## src/hdl/sle_pkg.sv

```systemverilog
// ----------------------------------------------------------------------------
// sle_pkg: shared types and constants of the sorted list engine
// Command and status codes, the cell control word and the field widths.
// ----------------------------------------------------------------------------
package sle_pkg;

   localparam int DEPTH_DEF = 16;
   localparam int VALUE_W   = 32;
   localparam int CMD_W     = 2;
   localparam int STATUS_W  = 2;
   localparam int COUNT_W   = 5;

   typedef enum logic [CMD_W-1:0] {
      CMD_INSERT = 2'd0,
      CMD_REMOVE = 2'd1,
      CMD_CLEAR  = 2'd2,
      CMD_READ   = 2'd3
   } cmd_type;

   typedef enum logic [STATUS_W-1:0] {
      ST_OK        = 2'd0,
      ST_EMPTY     = 2'd1,
      ST_NOT_FOUND = 2'd2,
      ST_FULL      = 2'd3
   } status_type;

   // operation broadcast to every cell in the same cycle
   typedef enum logic [2:0] {
      OP_NONE   = 3'd0,
      OP_INSERT = 3'd1,
      OP_REMOVE = 3'd2,
      OP_CLEAR  = 3'd3,
      OP_ROTATE = 3'd4
   } cell_op_type;

   typedef struct packed {
      cell_op_type              op;
      logic signed [VALUE_W-1:0] operand;
      logic signed [VALUE_W-1:0] head;
   } cell_ctl_type;

endpackage

```

## src/hdl/sle_cell.sv

```systemverilog
// ----------------------------------------------------------------------------
// sle_cell: one slot of the sorted chain
// Holds one value and its valid bit; shifts toward its neighbors on insert,
// remove and read-out rotation.
// ----------------------------------------------------------------------------
module sle_cell
   import sle_pkg::*;
(
   input  logic                      clock,
   input  logic                      reset,
   input  cell_ctl_type              ctl,
   input  logic signed [VALUE_W-1:0] left_value,
   input  logic                      left_valid,
   input  logic                      left_ge,
   input  logic signed [VALUE_W-1:0] right_value,
   input  logic                      right_valid,
   input  logic                      found,
   output logic signed [VALUE_W-1:0] value,
   output logic                      valid,
   output logic                      ge,
   output logic                      match
);

   logic signed [VALUE_W-1:0] value_ff, value_in;
   logic                      valid_ff, valid_in;
   logic                      lt;

   // compare the held value against the broadcast operand
   assign lt    = valid_ff && (value_ff < ctl.operand);
   assign ge    = valid_ff && !lt;
   assign match = valid_ff && (value_ff == ctl.operand);

   // pick next contents from the operation and the neighbors
   always_comb begin
      value_in = value_ff;
      valid_in = valid_ff;
      case (ctl.op)
         OP_INSERT: begin
            valid_in = left_valid;
            if (lt) begin
               value_in = value_ff;
            end else if (left_ge) begin
               value_in = left_value;
            end else begin
               value_in = ctl.operand;
            end
         end
         OP_REMOVE: begin
            if (found && ge) begin
               value_in = right_value;
               valid_in = right_valid;
            end
         end
         OP_CLEAR: begin
            valid_in = 1'b0;
         end
         OP_ROTATE: begin
            // tail takes the head word, the rest advance one place
            if (valid_ff && !right_valid) begin
               value_in = ctl.head;
            end else begin
               value_in = right_value;
            end
         end
         default: begin
            value_in = value_ff;
            valid_in = valid_ff;
         end
      endcase
   end

   always_ff @(posedge clock) begin
      if (reset) begin
         valid_ff <= 1'b0;
      end else begin
         valid_ff <= valid_in;
      end
   end

   always_ff @(posedge clock) begin
      value_ff <= value_in;
   end

   assign value = value_ff;
   assign valid = valid_ff;

endmodule

```

## src/hdl/sle_ctrl.sv

```systemverilog
// ----------------------------------------------------------------------------
// sle_ctrl: command sequencer of the sorted list engine
// Decodes commands, keeps the entry count, drives the cell chain and holds
// the response word register.
// ----------------------------------------------------------------------------
module sle_ctrl
   import sle_pkg::*;
#(
   parameter int DEPTH = DEPTH_DEF
) (
   input  logic                      clock,
   input  logic                      reset,
   input  logic                      req_valid,
   output logic                      req_ready,
   input  logic [CMD_W-1:0]          req_command,
   input  logic signed [VALUE_W-1:0] req_value,
   output logic                      rsp_valid,
   input  logic                      rsp_ready,
   output logic [STATUS_W-1:0]       rsp_status,
   output logic signed [VALUE_W-1:0] rsp_entry_value,
   output logic [COUNT_W-1:0]        rsp_entry_count,
   output logic                      rsp_last,
   output cell_ctl_type              ctl,
   input  logic signed [VALUE_W-1:0] head_value,
   input  logic                      found
);

   localparam int CW = $clog2(DEPTH + 1);
   localparam int IW = (DEPTH > 1) ? $clog2(DEPTH) : 1;

   typedef enum logic [1:0] {
      S_IDLE = 2'b01,
      S_READ = 2'b10
   } state_type;

   state_type                 state_ff, state_in;
   logic [CW-1:0]             count_ff, count_in;
   logic [IW-1:0]             idx_ff, idx_in;
   logic                      rsp_valid_ff, rsp_valid_in;
   status_type                status_ff, status_in;
   logic signed [VALUE_W-1:0] entry_ff, entry_in;
   logic [CW-1:0]             rcount_ff, rcount_in;
   logic                      last_ff, last_in;
   logic                      rsp_free;
   logic                      accept;
   logic                      is_last;
   cmd_type                   cmd;

   assign rsp_free  = !rsp_valid_ff || rsp_ready;
   assign req_ready = (state_ff == S_IDLE) && rsp_free;
   assign accept    = req_valid && req_ready;
   assign cmd       = cmd_type'(req_command);
   assign is_last   = (idx_ff == IW'(count_ff - CW'(1)));

   // decode and sequence
   always_comb begin
      state_in     = state_ff;
      count_in     = count_ff;
      idx_in       = idx_ff;
      rsp_valid_in = rsp_valid_ff && !rsp_ready;
      status_in    = status_ff;
      entry_in     = entry_ff;
      rcount_in    = rcount_ff;
      last_in      = last_ff;
      ctl.op       = OP_NONE;
      ctl.operand  = req_value;
      ctl.head     = head_value;
      unique case (state_ff)
         S_IDLE: begin
            if (accept) begin
               rsp_valid_in = 1'b1;
               entry_in     = '0;
               last_in      = 1'b1;
               status_in    = ST_OK;
               case (cmd)
                  CMD_INSERT: begin
                     if (count_ff == CW'(DEPTH)) begin
                        status_in = ST_FULL;
                     end else begin
                        ctl.op   = OP_INSERT;
                        count_in = count_ff + CW'(1);
                     end
                  end
                  CMD_REMOVE: begin
                     if (count_ff == '0) begin
                        status_in = ST_EMPTY;
                     end else if (!found) begin
                        status_in = ST_NOT_FOUND;
                     end else begin
                        ctl.op   = OP_REMOVE;
                        count_in = count_ff - CW'(1);
                     end
                  end
                  CMD_CLEAR: begin
                     if (count_ff == '0) begin
                        status_in = ST_EMPTY;
                     end else begin
                        ctl.op   = OP_CLEAR;
                        count_in = '0;
                     end
                  end
                  default: begin
                     if (count_ff == '0) begin
                        status_in = ST_EMPTY;
                     end else begin
                        // words leave one per cycle from the READ state while the response register is free
                        rsp_valid_in = 1'b0;
                        idx_in       = '0;
                        state_in     = S_READ;
                     end
                  end
               endcase
               rcount_in = count_in;
            end
         end
         S_READ: begin
            // emit the head and rotate the chain by one place
            if (rsp_free) begin
               rsp_valid_in = 1'b1;
               status_in    = ST_OK;
               entry_in     = head_value;
               rcount_in    = count_ff;
               last_in      = is_last;
               ctl.op       = OP_ROTATE;
               idx_in       = idx_ff + IW'(1);
               if (is_last) begin
                  state_in = S_IDLE;
               end
            end
         end
         default: begin
            state_in = S_IDLE;
         end
      endcase
   end

   always_ff @(posedge clock) begin
      if (reset) begin
         state_ff     <= S_IDLE;
         count_ff     <= '0;
         rsp_valid_ff <= 1'b0;
      end else begin
         state_ff     <= state_in;
         count_ff     <= count_in;
         rsp_valid_ff <= rsp_valid_in;
      end
   end

   always_ff @(posedge clock) begin
      idx_ff    <= idx_in;
      status_ff <= status_in;
      entry_ff  <= entry_in;
      rcount_ff <= rcount_in;
      last_ff   <= last_in;
   end

   assign rsp_valid       = rsp_valid_ff;
   assign rsp_status      = status_ff;
   assign rsp_entry_value = entry_ff;
   assign rsp_entry_count = COUNT_W'(rcount_ff);
   assign rsp_last        = last_ff;

endmodule

```

## src/hdl/sorted_list_engine.sv

```systemverilog
// ----------------------------------------------------------------------------
// sorted_list_engine: bounded table of signed values kept in ascending order
// Insert, remove, clear and ordered read-out over a chain of cells.
// ----------------------------------------------------------------------------
// For insert, remove and clear, the request word is accepted, every
// cell compares its value with the broadcast operand and shifts toward its
// neighbor in the same edge, and the single response word is registered.
// A read-out of N entries: the accepting edge moves the sequencer into
// the read state, then one response word follows per cycle unless stalled.
// The chain rotates by one place per word, taking the head out, so after the
// last word the table is back in its original order. Only one command is in
// flight at a time; a new request is taken once the sequencer is idle and
// the response register is free or being drained. A stalled response holds
// the sequencer for as long as the stall lasts. DEPTH sets the number of
// cells; entry_count carries the low five bits of the count.
module sorted_list_engine
   import sle_pkg::*;
#(
   parameter int DEPTH = DEPTH_DEF
) (
   input  logic                      clock,
   input  logic                      reset,
   input  logic                      req_valid,
   output logic                      req_ready,
   input  logic [CMD_W-1:0]          req_command,
   input  logic signed [VALUE_W-1:0] req_value,
   output logic                      rsp_valid,
   input  logic                      rsp_ready,
   output logic [STATUS_W-1:0]       rsp_status,
   output logic signed [VALUE_W-1:0] rsp_entry_value,
   output logic [COUNT_W-1:0]        rsp_entry_count,
   output logic                      rsp_last
);

   cell_ctl_type              ctl;
   logic signed [VALUE_W-1:0] cell_value [DEPTH+1];
   logic                      cell_valid [DEPTH+1];
   logic                      cell_ge    [DEPTH+1];
   logic [DEPTH-1:0]          cell_match;
   logic                      found;

   // boundary on the right end of the chain
   assign cell_value[DEPTH] = '0;
   assign cell_valid[DEPTH] = 1'b0;
   assign cell_ge[DEPTH]    = 1'b0;

   assign found = |cell_match;

   // build the chain of cells
   for (genvar i = 0; i < DEPTH; i++) begin : g_cell
      logic signed [VALUE_W-1:0] lv;
      logic                      lval;
      logic                      lge;
      if (i == 0) begin : g_head
         assign lv   = '0;
         assign lval = 1'b1;
         assign lge  = 1'b0;
      end else begin : g_body
         assign lv   = cell_value[i-1];
         assign lval = cell_valid[i-1];
         assign lge  = cell_ge[i-1];
      end
      sle_cell u_cell (
         .clock       (clock),
         .reset       (reset),
         .ctl         (ctl),
         .left_value  (lv),
         .left_valid  (lval),
         .left_ge     (lge),
         .right_value (cell_value[i+1]),
         .right_valid (cell_valid[i+1]),
         .found       (found),
         .value       (cell_value[i]),
         .valid       (cell_valid[i]),
         .ge          (cell_ge[i]),
         .match       (cell_match[i])
      );
   end

   sle_ctrl #(
      .DEPTH (DEPTH)
   ) u_ctrl (
      .clock           (clock),
      .reset           (reset),
      .req_valid       (req_valid),
      .req_ready       (req_ready),
      .req_command     (req_command),
      .req_value       (req_value),
      .rsp_valid       (rsp_valid),
      .rsp_ready       (rsp_ready),
      .rsp_status      (rsp_status),
      .rsp_entry_value (rsp_entry_value),
      .rsp_entry_count (rsp_entry_count),
      .rsp_last        (rsp_last),
      .ctl             (ctl),
      .head_value      (cell_value[0]),
      .found           (found)
   );

endmodule
```

## config.mk

```make
export PLATFORM = sky130hd
export DESIGN_NAME = sorted_list_engine
export DESIGN_NICKNAME = d
export VERILOG_FILES = /design/src/hdl/sle_pkg.sv /design/src/hdl/sle_cell.sv /design/src/hdl/sle_ctrl.sv /design/src/hdl/sorted_list_engine.sv
export SDC_FILE = /design/constraint.sdc
export NUM_CORES = 2
export LEC_CHECK = 0
export ABC_AREA = 1
export BUFFER_PORTS_ARGS = -buffer_cell sky130_fd_sc_hd__buf_2
export CAP_MARGIN = 20
export CORE_ASPECT_RATIO = 1.1
export CORE_MARGIN = 8
export CORE_UTILIZATION = 26
export DETAILED_ROUTE_END_ITERATION = 8
export GPL_TIMING_DRIVEN = 1
export HOLD_SLACK_MARGIN = 0.1
export PLACE_DENSITY_LB_ADDON = 0.05
export SLEW_MARGIN = 0
export SYNTH_ARGS = -nofsm -noshare
export SYNTH_HDL_FRONTEND = slang
export SYNTH_SLANG_ARGS = --single-unit
```

## constraint.sdc

```tcl
create_clock -name clock -period 5.7 [get_ports clock]
set_clock_uncertainty 0.1 [all_clocks]
set_input_delay 0 -clock clock [delete_from_list [all_inputs] [get_ports clock]]
set_output_delay 0 -clock clock [all_outputs]
set_load 0.005 [all_outputs]
```

Word-level counts from Yosys, hierarchy flattened. Cells that the tools add are included.

$add $sub $neg: 3. Magnitude comparators: 16. Equal/unequal tests: 64. Mux-type cells: 157. Reduce and logical (&&, ||, !) cells: 159.

Operators by type and width (number): 2-to-1 mux 32 bit (65); case mux 32 bit (3 select lines) (16); == test 32 bit (16); < comparator 32 bit (16); logical AND 1 bit (82); case mux 32 bit (2 select lines) (1); case mux 1 bit (3 select lines) (16); AND reduction 3 bit (16); inequality test 2 x 1 -> 1 bit, second input constant (19); inequality test 2 bit, second input constant (19); AND reduction 2 bit (17); logical NOT 1 bit (33); 2-to-1 mux 5 bit (6); 2-to-1 mux 1 bit (24); 2-to-1 mux 2 bit (12); 2-to-1 mux 4 bit (4); OR reduction 16 bit (1); case mux 5 bit (3 select lines) (1); case mux 2 bit (2 select lines) (3); case mux 5 bit (2 select lines) (1); AND reduction 5 bit (2); 2-to-1 mux 3 bit (3); case mux 3 bit (3 select lines) (1); case mux 4 bit (2 select lines) (1); other kinds (19) (24).

Bits in registers: 580. Input bits: 38. Word-level logic and storage cells: 439.

Longest topological paths before layout.
Depth after elaboration: 11. Mapped depth: 22.

Hierarchy. From an unflattened synthesis, not the netlist that was laid out.

Cell total of the unflattened synthesis: 7494. Area, all modules: 54419.7 sq um.

Modules (own cells, without submodules): sle_cell at g_cell[0].u_cell ... (times used 14, cells each 445, area each 3201.8 sq um); sle_cell at g_cell[8].u_cell ... (times used 2, cells each 452, area each 3239.4 sq um); sle_ctrl (times used 1, cells each 343, area each 3051.7 sq um); sorted_list_engine (times used 1, cells each 17, area each 63.8 sq um).

Least setup slack after synthesis. Ideal clock, no wire load.

Kind: input -> register. From: input port req_value[31]. To: register g_cell[15].u_cell.value_ff[0] (enable). Library setup time: 468 ps. Arrival: 4738 ps. Required time: 5132 ps. Slack: 395 ps. Stages: 18. Cells stage by stage: inv_1 -> clkbuf_1 -> ha_1 -> nand2_1 -> nor2_1 -> nand2_1 -> nor2_2 -> nand2_1 -> nand2_1 -> nor2_1 -> nand2_2 -> o21ai_2 -> nand2_2 -> nand4_4 -> inv_2 -> buf_2 -> nand2_1 -> nor3b_1.

Longest elaborated chain between the ends: 11.

RTL lines: from (decl) (line sorted_list_engine.sv:26) `input logic signed [VALUE_W-1:0] req_value,`; == test 32 bit (line sle_cell.sv:31) `assign match = valid_ff && (value_ff == ctl.operand);`; logical AND 1 bit (line sle_cell.sv:31); OR reduction 16 bit (line sorted_list_engine.sv:47) `assign found = |cell_match;`; 2-to-1 mux 2 bit (line sle_ctrl.sv:87) `end else if (!found) begin`; 2-to-1 mux 3 bit (line sle_ctrl.sv:85) `if (count_ff == '0) begin`; case mux 3 bit (3 select lines) (line sle_ctrl.sv:75) `case (cmd)`; 2-to-1 mux 3 bit (line sle_ctrl.sv:70) `if (accept) begin`; case mux 3 bit (2 select lines) (line sle_ctrl.sv:68) `unique case (state_ff)`; == test 3 x 2 -> 1 bit, or another cell as far along (line sle_cell.sv:37) `case (ctl.op)`; inequality test 2 x 1 -> 1 bit (no line), or another cell as far along; AND reduction 3 bit (no line) (*); to (signal assigned) (line sle_cell.sv:81) `value_ff <= value_in;`; to (decl) (line sle_cell.sv:24) `logic signed [VALUE_W-1:0] value_ff, value_in;`.

Every way passes the cells marked *; elsewhere a longest branch is shown, timed or not. A chain may end at the register's enable or synchronous reset.

Worst setup path after layout.
From: input port req_value[3]. To: register g_cell[15].u_cell.value_ff[0], data pin.

Longest elaborated chain between the ends: 10.

RTL lines (line): == test 32 bit (sle_cell.sv:31); logical AND 1 bit (sle_cell.sv:31); OR reduction 16 bit (sorted_list_engine.sv:47); 2-to-1 mux 2 bit (sle_ctrl.sv:87); 2-to-1 mux 3 bit (sle_ctrl.sv:85); case mux 3 bit (3 select lines) (sle_ctrl.sv:75); 2-to-1 mux 3 bit (sle_ctrl.sv:70); case mux 3 bit (2 select lines) (sle_ctrl.sv:68); == test 3 bit, or another cell as far along (sle_cell.sv:37); case mux 32 bit (3 select lines) (*) (sle_cell.sv:37); net g_cell[15].u_cell.value_in[0] (sle_cell.sv:24).

Mark *: on every way through the listed nets, which the timed path passes. The rest lies on a longest branch. The select of a mux whose other input is x is not followed.

==> impl_metrics.py <==
metrics = {
    "outcome": {
        "status": "complete, no violations",
    },
    "clock_network": {
        "cts-root-buf": "clkbuf_16",
        "htree_levels": 3,
        "clock_latency_ps": 710,
        "post_cts_buffers": 0,
        "cts.sinks": 580,
        "cts_max_path_buffers": 3,
        "cts_inserted_buffers": 84,
        "cts_tree": "done",
        "clk_pin_slew_ps": 60,
    },
    "detailed_routing": {
        "first_iter_violations": 3416,
        "vias": 46290,
        "drtPass1Iterations": 5,
        "wirelength_um": 198700,
        "ant_nets": 0,
        "wl_per_cell_um": 20.78,
        "vias_per_cell": 4.841,
        "drc": 0,
    },
    "sta": {
        "setup_violations": 0,
        "max_slew.worst_pin.slew_ps": 1058,
        "fmax_mhz": 214.8,
        "drv_slew": 0,
        "hold_ws_ps": 193.7,
        "relSlewSlack": 0.2934,
        "fin_crit_ps": 4656,
        "rsz0062_at_grt": "false",
        "tns_ps": 0,
        "period_share": 0.8168,
        "finalHoldViolations": 0,
    },
    "logic_synthesis": {
        "synth_area_leader_cell": "edfxtp_1",
        "yosys-top-cells-area": "edfxtp_1, nand2_1, ha_1, o21ai_0, nand3_1",
        "synth_top_cell_area_share": 0.3387,
        "ys_warn_count": 0,
        "synth.distinct_cells": 37,
        "syn-cell-area_um2": 49290,
        "synth-seq-cells": 580,
        "syn_nets": 7578,
        "yosysSeqAreaShare": 0.3485,
        "postSynthAreaPerCell_um2": 7.018,
        "synth_cells": 7023,
    },
    "layout": {
        "syn_to_final_growth_pct": 12.81,
        "drive_gt1_frac": 0.05867,
        "fin_area_um2": 55610,
        "multiInputGateArea_um2": 29170,
        "fillers": 20360,
        "num-nets-final": 7509,
        "register_area_um2": 17180,
    },
    "setup_path": {
        "crit_buf_inv": 6,
        "crit_arrival_ps": 4930,
        "critical_path_required_ps": 5980,
        "crit_chain": "dlygate4sd3_1 > buf_2 > inv_1 > buf_4 > ha_1 > nand2_1 > nor2_1 > nand2_1 > nor2_1 > nand2_1 > nand2_1 > nor2_1 > nand2_2 > o21ai_2 > nand2_2 > nand4_4 > nand2_4 > inv_8 > buf_4 > nand2_1 > o31ai_1",
        "path_max_fanout": 71,
        "crit_path_end_kind": "register",
        "cp_slowest_stage_delay_ps": 580,
        "cpMostUsedCell": "nand2_1",
        "startpoint_type": "input port",
        "critPathSlowestCell": "inv_1",
        "critical_path_class": "input port to register",
        "path_delay_family": "buffers and inverters",
    },
    "placement": {
        "dpl_cell_area_um2": 52310,
        "hpwl_um": 141800,
        "port_buffers": 79,
        "routabilityCongestion": 0.7822,
    },
    "grt": {
        "overflow": 0,
        "grt_pass1_vias": 44680,
        "grt_usage": 0.1891,
        "grt_max_degree": 138,
        "antenna_found_initial": 4,
        "grt_pass1_wl_um": 298400,
    },
    "floorplanning": {
        "die_area_um2": 203800,
        "core-area_um2": 188300,
        "row_count": 167,
        "die_w_um": 431.1,
        "die_h_um": 472.7,
        "io_pins": 80,
        "start_util": 0.2618,
    },
    "run": {
        "cap_violations": 0,
    },
    "min_path": {
        "hold_path.class": "input port to register",
    },
    "pwr": {
        "ir_drop_v": 0.0002443,
        "powerDensity_nw_per_um2": 384.5,
        "p_leak_nw": 23.41,
    },
}
-- layout by cell type (no fill, tap or decap), types with 2 or more instances in the layout --
cell type      instances
clkbuf_8               3
nor2_4                 2
buf_4                117
nand3_2                2
inv_6                  5
nand2_2               19
dfxtp_1               24
o21ai_0             1039
buf_2                 79
o211ai_1              66
a21oi_1              286
clkinv_2              21
ha_1                 516
o21a_1                20
a31oi_1                2
xor2_1                 4
clkbuf_1              15
nand2_1             2868
nor2_2                 3
nand3b_1               3
diode_2                4
nand2_4                2
xnor2_1                3
clkbuf_16             86
nand3_1              552
buf_12                22
inv_2                 13
o22ai_1                2
o31ai_1               32
bufinv_16              6
nor2_1               287
nor3_1                 4
nor3_2                16
dlygate4sd3_1         44
edfxtp_1             556
inv_1                264
clkinv_1              20
buf_16                 6
inv_8                  3
-- final cells by class --
class                      count  area share
multi-input combinational   5736      0.5246
sequential                   580      0.3089
timing repair buffer         269     0.04199
antenna                        4   0.0001800
tap                         2535     0.05704
clock buffer                 104     0.04046
clock inverter                50    0.007358
inverter                     283     0.01951
-- worst min-delay path, cell delays in order --
cell and delay [ps]:
dlygate4sd3_1 530, buf_2 110, nand2_1 50, o21ai_0 70, nand2_1 60, nand3_1 60
-- kinds of logic after synthesis --
family	count (synthesis)	share of synthesized area
simple gates	3762	0.3029
compound gates	1450	0.1535
buf+inv	707	0.06257
flops	580	0.3485
fa+ha+maj	517	0.1312
xor+xnor	7	0.001244
-- synthesized netlist by cell type --
master	n
o31ai_1	32
dfxtp_1	24
o211ai_1	66
nand3b_1	3
o21a_1	20
o21ai_0	1039
a31oi_1	2
nor3_1	19
nand2_1	2883
buf_4	3
nand2_4	2
inv_2	5
buf_1	3
nor2_2	1
nand4_4	1
nand3_2	2
buf_2	120
a21oi_1	286
inv_1	264
nor3b_1	2
nand2_2	4
xor2_1	4
xnor2_1	3
ha_1	517
a211oi_1	1
buf_12	11
nor3_2	1
o22ai_1	2
nand3_4	1
clkinv_1	14
nand3_1	552
nor2_1	291
clkbuf_1	275
o2111ai_1	1
buf_6	12
edfxtp_1	556
o21ai_2	1
-- metrics by stage --
step,util,instances,setup WS [ps],power [mW]
after CTS,0.2943,9550,961.0,21.73
after global placement,0.2778,9351,781.9,16.12
after detailed placement,0.2779,9352,851.6,16.18
after floorplan,-,7023,394.7,12.95
final,0.2954,9561,1044,21.38
after global routing,0.2953,9559,703.7,23.23
-- sequential cells by signal, indices dropped and copies added, names as in the netlist --
signal,flops
g_cell.u_cell.value,512
u_ctrl.rsp_entry_value,32
g_cell.u_cell.valid,16
u_ctrl.count_ff,5
u_ctrl.rsp_entry_count,5
u_ctrl.idx_ff,4
u_ctrl.rsp_status,2
u_ctrl.state_ff,2
u_ctrl.rsp_last,1
u_ctrl.rsp_valid,1
-- timing repair --
item | 4_1_cts | 5_1_grt
hold buffers | 44 | 0
endpoints found under the hold margin | 295 | 0
resized for setup | 0 | 0
setup endpoints to repair | 0 | 0
-- path summary, 6_finish.rpt --
kind | startpoint | end | slack (ps) | cells past startpoint
setup / recovery | req_value[3] | g_cell[15].u_cell.value[0] | 1040 | 21
setup reg to reg | u_ctrl.state_ff[1] | g_cell[15].u_cell.value[0] | 1070 | 14
hold reg to reg | u_ctrl.state_ff[1] | u_ctrl.state_ff[1] | 390 | 2
hold / removal | req_value[9] | g_cell[8].u_cell.value[9] | 190 | 6
-- routing by layer --
layer / share of wire / track usage / vias to the layer above
met5: 0 / 0 / -
met4: 0.027 / 0.05369 / 0
met3: 0.036 / 0.01840 / 186
met2: 0.46 / 0.3153 / 819
met1: 0.48 / 0.2600 / 21640
li1: - / - / 23640
-- power breakdown --
part / internal (mW) / leakage, nW / switching [mW]
logic: 2.63 / 16.7 / 5.85
clock network: 3.06 / 1.32 / 2.26
registers: 6.39 / 5.36 / 1.19
No activity file was read; power rests on OpenSTA's default activity.
